### config.mk
export PLATFORM = sky130hd
export DESIGN_NAME = button_filter_press_repeat_core
export DESIGN_NICKNAME = d
export VERILOG_FILES = /design/src/design/bfpr_pkg.sv /design/src/design/button_filter_press_repeat_core.sv /design/src/design/bfpr_button.sv /design/src/design/bfpr_level.sv
export SDC_FILE = /design/constraint.sdc
export NUM_CORES = 2
export LEC_CHECK = 0
export BUFFER_PORTS_ARGS = -buffer_cell sky130_fd_sc_hd__buf_2
export CAP_MARGIN = 30
export CORE_MARGIN = 3
export CORE_UTILIZATION = 45
export DETAILED_ROUTE_END_ITERATION = 12
export PLACE_DENSITY = 0.68
export SYNTH_ARGS = -nofsm -noshare
export SYNTH_HDL_FRONTEND = slang
export SYNTH_SLANG_ARGS = --single-unit
### constraint.sdc
create_clock -name clk -period 12.5 [get_ports clk]
set_input_delay 0.625 -clock clk [delete_from_list [all_inputs] [get_ports clk]]
set_output_delay 0.625 -clock clk [all_outputs]
set_load 0.05 [all_outputs]
### src/design/bfpr_pkg.sv
// package for the button filter / press / repeat core
// types, widths, register defaults and register index codes; no dependencies
`timescale 1ns / 1ps

package bfpr_pkg;

	localparam int BTN_COUNT_DEF = 2;
	localparam int IN_W          = 2;
	localparam int OUT_W         = 2;
	localparam int LEVEL_W       = 4;
	localparam int LEVEL_CNT_W   = 5;
	localparam int LEVEL_MOD_MAX = 16;
	localparam int COEF_W        = 16;
	localparam int TICK_W        = 16;
	localparam int PHASE_W       = 8;
	localparam int CFG_IDX_W     = 3;
	localparam int CFG_DATA_W    = 16;
	localparam int S_TDATA_W     = 8;
	localparam int M_TDATA_W     = 16;

	localparam logic [COEF_W-1:0]      FILTER_COEF_RST  = 16'd6554;
	localparam logic [COEF_W-1:0]      THRESHOLD_RST    = 16'd32768;
	localparam logic [TICK_W-1:0]      LONG_TICKS_RST   = 16'd200;
	localparam logic [PHASE_W-1:0]     INTERVAL_RST     = 8'd25;
	localparam logic [LEVEL_CNT_W-1:0] LEVEL_COUNT_RST  = 5'd5;

	typedef enum logic [CFG_IDX_W-1:0] {
		CFG_FILTER_COEF     = 3'd0,
		CFG_PRESS_THRESHOLD = 3'd1,
		CFG_LONG_PRESS      = 3'd2,
		CFG_REPEAT_INTERVAL = 3'd3,
		CFG_LEVEL_COUNT     = 3'd4
	} cfg_idx_t;

	// settings shared by every button, interval already forced to at least one
	typedef struct packed {
		logic [COEF_W-1:0]  coef;
		logic [COEF_W-1:0]  threshold;
		logic [TICK_W-1:0]  long_ticks;
		logic [PHASE_W-1:0] interval;
	} btn_cfg_t;

	typedef struct packed {
		logic press;
		logic release_ev;
		logic repeat_ev;
		logic held;
	} btn_ev_t;

endpackage

### src/design/button_filter_press_repeat_core.sv
// top level of the button filter / press / repeat core
// depends on bfpr_pkg, bfpr_button and bfpr_level
//
//   group  dir  signals                      contents
//   s_*    in   s_tvalid s_tready s_tdata    pressed_raw per tick
//   m_*    out  m_tvalid m_tready m_tdata    events, held state, level
//   cfg_*  in   cfg_we cfg_index cfg_data    register writes, no read-back
//
// one tick per cycle sustained unless the result stalls; m_tvalid rises once the tick has passed
// (input register, then result register through the per-button filter multiply)
// arst_n clears all button state, the level counter and loads register defaults
// a stalled result holds the tick in the input register; s_tready drops only
// while both the input register and the result register are full and m_tready is low
`timescale 1ns / 1ps

module button_filter_press_repeat_core import bfpr_pkg::*; #(
	parameter int BUTTON_COUNT = BTN_COUNT_DEF
) (
	input  logic                  clk,
	input  logic                  arst_n,
	input  logic                  s_tvalid,
	output logic                  s_tready,
	input  logic [S_TDATA_W-1:0]  s_tdata,   // [1:0] pressed_raw
	output logic                  m_tvalid,
	input  logic                  m_tready,
	output logic [M_TDATA_W-1:0]  m_tdata,   // [1:0] press_events, [3:2] release_events,
	                                         // [5:4] repeat_events, [7:6] held_now,
	                                         // [11:8] level_value
	input  logic                  cfg_we,
	input  logic [CFG_IDX_W-1:0]  cfg_index,
	input  logic [CFG_DATA_W-1:0] cfg_data
);

	logic [COEF_W-1:0]      coef_q;
	logic [COEF_W-1:0]      threshold_q;
	logic [TICK_W-1:0]      long_ticks_q;
	logic [PHASE_W-1:0]     interval_q;
	logic [LEVEL_CNT_W-1:0] level_count_q;

	logic                   valid_s1;
	logic [IN_W-1:0]        raw_s1;
	logic                   valid_s2;
	logic [M_TDATA_W-1:0]   data_s2;
	logic                   advance;

	btn_cfg_t               bcfg;
	btn_ev_t                ev [BUTTON_COUNT];
	logic [OUT_W-1:0]       press_v;
	logic [OUT_W-1:0]       release_v;
	logic [OUT_W-1:0]       repeat_v;
	logic [OUT_W-1:0]       held_v;
	logic [LEVEL_W-1:0]     level_next;

	// configuration registers
	always_ff @(posedge clk or negedge arst_n) begin
		if (!arst_n) begin
			coef_q        <= FILTER_COEF_RST;
			threshold_q   <= THRESHOLD_RST;
			long_ticks_q  <= LONG_TICKS_RST;
			interval_q    <= INTERVAL_RST;
			level_count_q <= LEVEL_COUNT_RST;
		end else if (cfg_we) begin
			unique case (cfg_index)
				CFG_FILTER_COEF:     coef_q        <= cfg_data;
				CFG_PRESS_THRESHOLD: threshold_q   <= cfg_data;
				CFG_LONG_PRESS:      long_ticks_q  <= cfg_data;
				CFG_REPEAT_INTERVAL: interval_q    <= cfg_data[PHASE_W-1:0];
				CFG_LEVEL_COUNT:     level_count_q <= cfg_data[LEVEL_CNT_W-1:0];
				default: ;
			endcase
		end
	end

	always_comb begin
		bcfg.coef       = coef_q;
		bcfg.threshold  = threshold_q;
		bcfg.long_ticks = long_ticks_q;
		bcfg.interval   = (interval_q == '0) ? 8'd1 : interval_q;
	end

	assign advance  = valid_s1 & (~valid_s2 | m_tready);
	assign s_tready = ~valid_s1 | advance;

	// input register
	always_ff @(posedge clk or negedge arst_n) begin
		if (!arst_n) begin
			valid_s1 <= 1'b0;
		end else if (s_tready) begin
			valid_s1 <= s_tvalid;
		end
	end

	always_ff @(posedge clk) begin
		if (s_tready) begin
			raw_s1 <= s_tdata[IN_W-1:0];
		end
	end

	for (genvar i = 0; i < BUTTON_COUNT; i++) begin : g_btn
		logic pin;
		if (i < IN_W) begin : g_pin
			assign pin = raw_s1[i];
		end else begin : g_nopin
			assign pin = 1'b0;
		end
		bfpr_button u_btn (
			.clk    (clk),
			.arst_n (arst_n),
			.en     (advance),
			.pin    (pin),
			.cfg    (bcfg),
			.ev     (ev[i])
		);
	end

	for (genvar j = 0; j < OUT_W; j++) begin : g_out
		if (j < BUTTON_COUNT) begin : g_used
			assign press_v[j]   = ev[j].press;
			assign release_v[j] = ev[j].release_ev;
			assign repeat_v[j]  = ev[j].repeat_ev;
			assign held_v[j]    = ev[j].held;
		end else begin : g_unused
			assign press_v[j]   = 1'b0;
			assign release_v[j] = 1'b0;
			assign repeat_v[j]  = 1'b0;
			assign held_v[j]    = 1'b0;
		end
	end

	bfpr_level u_level (
		.clk         (clk),
		.arst_n      (arst_n),
		.en          (advance),
		.step        (ev[0].release_ev),
		.level_count (level_count_q),
		.level_next  (level_next)
	);

	// result register
	always_ff @(posedge clk or negedge arst_n) begin
		if (!arst_n) begin
			valid_s2 <= 1'b0;
		end else if (advance) begin
			valid_s2 <= 1'b1;
		end else if (m_tready) begin
			valid_s2 <= 1'b0;
		end
	end

	always_ff @(posedge clk) begin
		if (advance) begin
			data_s2 <= {4'd0, level_next, held_v, repeat_v, release_v, press_v};
		end
	end

	assign m_tvalid = valid_s2;
	assign m_tdata  = data_s2;

`ifndef SYNTHESIS
	a_ready_when_empty: assert property (@(posedge clk) disable iff (!arst_n)
		!valid_s2 |-> s_tready)
		else $error("input stalled with an empty result register");

	a_press_release_excl: assert property (@(posedge clk) disable iff (!arst_n)
		m_tvalid |-> ((m_tdata[1:0] & m_tdata[3:2]) == 2'b00))
		else $error("press and release on the same button in one transaction");

	a_repeat_needs_held: assert property (@(posedge clk) disable iff (!arst_n)
		m_tvalid |-> ((m_tdata[5:4] & ~m_tdata[7:6]) == 2'b00))
		else $error("repeat on a button that is not held");

	a_press_needs_held: assert property (@(posedge clk) disable iff (!arst_n)
		m_tvalid |-> ((m_tdata[1:0] & ~m_tdata[7:6]) == 2'b00))
		else $error("press on a button that is not held");
`endif

endmodule

### src/design/bfpr_button.sv
// per-button low-pass filter, held flag, hold counter and repeat phase
// depends on bfpr_pkg
`timescale 1ns / 1ps

module bfpr_button import bfpr_pkg::*; (
	input  logic     clk,
	input  logic     arst_n,
	input  logic     en,
	input  logic     pin,
	input  btn_cfg_t cfg,
	output btn_ev_t  ev
);

	logic [COEF_W-1:0]  filt_q;
	logic               held_q;
	logic               long_seen_q;
	logic [TICK_W-1:0]  hold_q;
	logic [PHASE_W-1:0] phase_q;

	logic [COEF_W:0]    inv_coef;
	logic [33:0]        acc;
	logic [COEF_W-1:0]  filt_d;
	logic               held_d;
	logic               long_seen_d;
	logic [TICK_W-1:0]  hold_d;
	logic [PHASE_W-1:0] phase_d;
	logic [PHASE_W-1:0] phase_base;
	logic [PHASE_W:0]   phase_inc;
	logic               fire;

	always_comb begin
		inv_coef = 17'h10000 - {1'b0, cfg.coef};
		acc = {17'd0, inv_coef} * {18'd0, filt_q} + 34'd32768
			+ (pin ? {2'd0, cfg.coef, 16'd0} : 34'd0);
		filt_d = (|acc[33:32]) ? 16'hFFFF : acc[31:16];

		held_d      = filt_d > cfg.threshold;
		long_seen_d = long_seen_q;
		ev.press      = held_d & ~held_q;
		ev.release_ev = 1'b0;
		if (!held_d && held_q) begin
			long_seen_d   = 1'b0;
			ev.release_ev = ~long_seen_q;
		end

		if (held_d) begin
			hold_d = (hold_q == 16'hFFFF) ? hold_q : hold_q + 16'd1;
		end else begin
			hold_d = '0;
		end

		phase_base = held_d ? phase_q : '0;
		if (phase_base >= cfg.interval) begin
			phase_base = '0;
		end
		phase_inc = {1'b0, phase_base} + 9'd1;
		fire      = 1'b0;
		phase_d   = held_d ? phase_q : '0;
		if (held_d && hold_d > cfg.long_ticks) begin
			fire        = phase_base == '0;
			long_seen_d = long_seen_d | fire;
			phase_d     = (phase_inc >= {1'b0, cfg.interval}) ? '0 : phase_inc[PHASE_W-1:0];
		end
		ev.repeat_ev = fire;
		ev.held      = held_d;
	end

	always_ff @(posedge clk or negedge arst_n) begin
		if (!arst_n) begin
			filt_q      <= '0;
			held_q      <= 1'b0;
			long_seen_q <= 1'b0;
			hold_q      <= '0;
			phase_q     <= '0;
		end else if (en) begin
			filt_q      <= filt_d;
			held_q      <= held_d;
			long_seen_q <= long_seen_d;
			hold_q      <= hold_d;
			phase_q     <= phase_d;
		end
	end

endmodule

### src/design/bfpr_level.sv
// level counter stepped by short releases of button zero, wraps at a set count
// depends on bfpr_pkg
`timescale 1ns / 1ps

module bfpr_level import bfpr_pkg::*; (
	input  logic                   clk,
	input  logic                   arst_n,
	input  logic                   en,
	input  logic                   step,
	input  logic [LEVEL_CNT_W-1:0] level_count,
	output logic [LEVEL_W-1:0]     level_next
);

	logic [LEVEL_W-1:0]     idx_q;
	logic [LEVEL_CNT_W-1:0] modulus;
	logic [LEVEL_CNT_W-1:0] inc;

	always_comb begin
		modulus = level_count;
		if (level_count == '0) begin
			modulus = 5'd1;
		end else if (level_count > LEVEL_CNT_W'(LEVEL_MOD_MAX)) begin
			modulus = LEVEL_CNT_W'(LEVEL_MOD_MAX);
		end
		inc        = {1'b0, idx_q} + 5'd1;
		level_next = idx_q;
		if (step) begin
			level_next = (inc >= modulus) ? '0 : inc[LEVEL_W-1:0];
		end
	end

	always_ff @(posedge clk or negedge arst_n) begin
		if (!arst_n) begin
			idx_q <= '0;
		end else if (en) begin
			idx_q <= level_next;
		end
	end

endmodule

==> results_dict.tcl <==
set metrics [dict create \
    status "finished, final reports clean" \
    wl_per_cell_um 17.2 \
    start_util_pct 45.9 \
    cts_hold_buf 0 \
    syn_area_um2 29200 \
    synth_top_area_share_pct 30.8 \
    final_cell_mix "inv_1 (668), nand2_1 (478), fa_1 (444), ha_1 (314), and2_1 (288)" \
    critPathMaxFanout 8 \
    critPathCaptureType "flop" \
    synth.avg_cell_area_um2 8.74 \
    fin_crit_ps 12170 \
    crit_arrival_ps 12540 \
    drv_cap 0 \
    rr_worst_depth 59 \
    die_h_um 261 \
    netlist_instances 3335 \
    h-tree-depth 4 \
    r2r_slack_ps 330 \
    numCtsBuffers 17 \
    routed_wl_um 73800 \
    final_common_cell "inv_1" \
    drt_iter0_drc 1284 \
    hold_path_class "in2async" \
    yosysSeqAreaShare_pct 14.5 \
    synth_edf_count 14 \
    gp_congestion 0.883 \
    overflow 0 \
    grt_pass1_wl_um 121000 \
    cts_tree "done" \
    slew_headroom_pct 35.6 \
    synth_top_area_cell "fa_1" \
    setup_viol 0 \
    ios 50 \
    cpPeakStageDelay_ps 560 \
    synth_area_leaders "fa_1 (31%), ha_1 (14%), dfrtp_1 (12%)" \
    clk_latency_ps 440 \
    die_w_um 261 \
    cp_slowest_cell "fa_2" \
    fin_cells 4300 \
    nets 4251 \
    worstMarginPinSlew_ps 958 \
    clock-sinks 165 \
    async_flop_share_pct 91.5 \
    dp.final_hpwl_um 56700 \
    ys.flop_type "dfrtp_1" \
    dr.pass1.iters 6 \
    postRouteAntennaNets 0 \
    startpoint_type "flop" \
    critPathRequiredTime_ps 12880 \
    max_freq_mhz 82.2 \
    via_per_inst 5.25 \
    grt_max_degree 81 \
    hold_slack_ps 206 \
    cts_root_buf "clkbuf_16" \
    grt_pass1_vias 23300 \
    crit_start "coef_q[3]$_DFFE_PN1P_" \
    synth.distinct_cells 75 \
    drc 0 \
    rr_endpoint "g_btn[1].u_btn.phase_q[3]$_DFFE_PN0P_" \
    antenna_found_initial 4 \
    vias 22600 \
    design.core.area_um2 63500 \
    die-area_um2 67900 \
    ys_warn_count 0 \
    path_class "reg2reg" \
    rows 92 \
    slew_violations 0 \
    dpl.cell_count 4232 \
    io_buffers 39 \
    r2r_start "coef_q[3]$_DFFE_PN1P_" \
    ys_ff_latch 165 \
    clockBufferDepth 2 \
    path_clk_slew_ps 70 \
    drive_gt1_share_pct 12.7 \
    fin_crit_sh_pct 97.3 \
    hold_violations 0 \
    clock_skew_ps 13.3 \
    grt.total_usage_pct 22.2 \
    areaGrowthSynthToFinish_pct 13.3 \
]
synthesized netlist by cell type, types with 19 or more instances:
| master | count |
|---|---|
| nand3_1 | 51 |
| and2_1 | 289 |
| a31oi_1 | 46 |
| dfrtp_1 | 135 |
| and3_1 | 19 |
| o21ai_0 | 97 |
| inv_1 | 672 |
| a21oi_1 | 74 |
| nor3_1 | 27 |
| xor2_1 | 40 |
| nand4_1 | 27 |
| clkbuf_1 | 118 |
| fa_1 | 448 |
| xnor2_1 | 42 |
| ha_1 | 331 |
| nor2_1 | 127 |
| a21o_1 | 43 |
| o31ai_1 | 23 |
| mux2_2 | 29 |
| nand2_1 | 484 |
stage by stage:
step | worst slack, ps | utilization [%] | setup TNS (ps) | instance area [um^2]
2_1_floorplan | 94.9 | - | 0 | 29200
3_3_place_gp | -361 | 49.2 | -2130 | 31300
3_5_place_dp | -418 | 49.3 | -3210 | 31300
4_1_cts | 5.27 | 50.3 | 0 | 32000
5_1_grt | -164 | 52.0 | -1680 | 33000
6_report | 334 | 52.0 | 0 | 33000
sequential cells by signal (all words and copies together), names as in the netlist, 2 cells and up:
register                 flops
g_btn.u_btn.held_q           2
g_btn.u_btn.long_seen_q      2
g_btn.u_btn.hold_q          32
level_count_q                5
coef_q                      16
u_level.idx_q                4
raw_s1                       2
interval_q                   8
m_tdata                     12
long_ticks_q                16
threshold_q                 16
g_btn.u_btn.filt_q          32
g_btn.u_btn.phase_q         16
final cells by class:
| type | instances | area [um^2] |
|---|---|---|
| Inverter | 672 | 2520 |
| Timing Repair Buffer | 225 | 1890 |
| Clock buffer | 22 | 485 |
| Clock inverter | 10 | 119 |
| Multi-Input combinational cell | 2359 | 22700 |
| Antenna cell | 1 | 2.50 |
| Tap cell | 846 | 1060 |
| Sequential cell | 165 | 4220 |
| Fill cell | 5885 | 30500 |
worst max-delay path by stage:
stage	endpoint	slack (ps)	cells past startpoint
final	g_btn[1].u_btn.phase_q[3]$_DFFE_PN0P_	330	59
after global routing	g_btn[0].u_btn.phase_q[5]$_DFFE_PN0P_	-160	61
after CTS	g_btn[1].u_btn.phase_q[7]$_DFFE_PN0P_	5	55
after detailed placement	g_btn[1].u_btn.phase_q[7]$_DFFE_PN0P_	-420	55
after global placement	g_btn[1].u_btn.phase_q[7]$_DFFE_PN0P_	-360	55
after floorplan	g_btn[0].u_btn.phase_q[7]$_DFFE_PN0P_	90	57
cells by family (layout without fill, tap and decap cells):
kind of cell               after synthesis  after routing  synth area share, %
other                                    1              5               0.0129
xor gates and xnor gates                82             82                 2.46
AOI/OAI and AO/OA                      362            362                 7.99
DFF                                    165            165                 14.5
adders and majority gates              779            779                 45.0
and+or+nand+nor                       1098           1098                 18.2
buffers and inverters                  814            929                 10.6
muxes                                   34             34                 1.29
critical path: cells and delay by family (launching register included):
| family | cells | cell delay (ps) |
|---|---|---|
| compound gates | 17 | 2620 |
| xor+xnor | 1 | 180 |
| fa+ha+maj | 11 | 4430 |
| buf+inv | 12 | 1490 |
| flops | 1 | 380 |
| mux | 1 | 300 |
| simple gates | 17 | 2680 |
repair_timing:
action                     4_1_cts  5_1_grt
setup endpoints to repair       15       20
gates cloned                     0        6
pin swaps                        1       73
setup buffers                    1       29
resized for setup                8      143
per-layer routing:
metal / vias to the layer above / track usage (%) / wire, um
met4: 2 / 4.96 / 1570
met5: - / 0 / 13
met3: 98 / 2.64 / 3560
li1: 10600 / - / -
met2: 567 / 37.8 / 35900
met1: 11300 / 30.5 / 32700
Power is not shown: default switching activity piles up to over one toggle a cycle in this logic, so the estimate is an artifact.
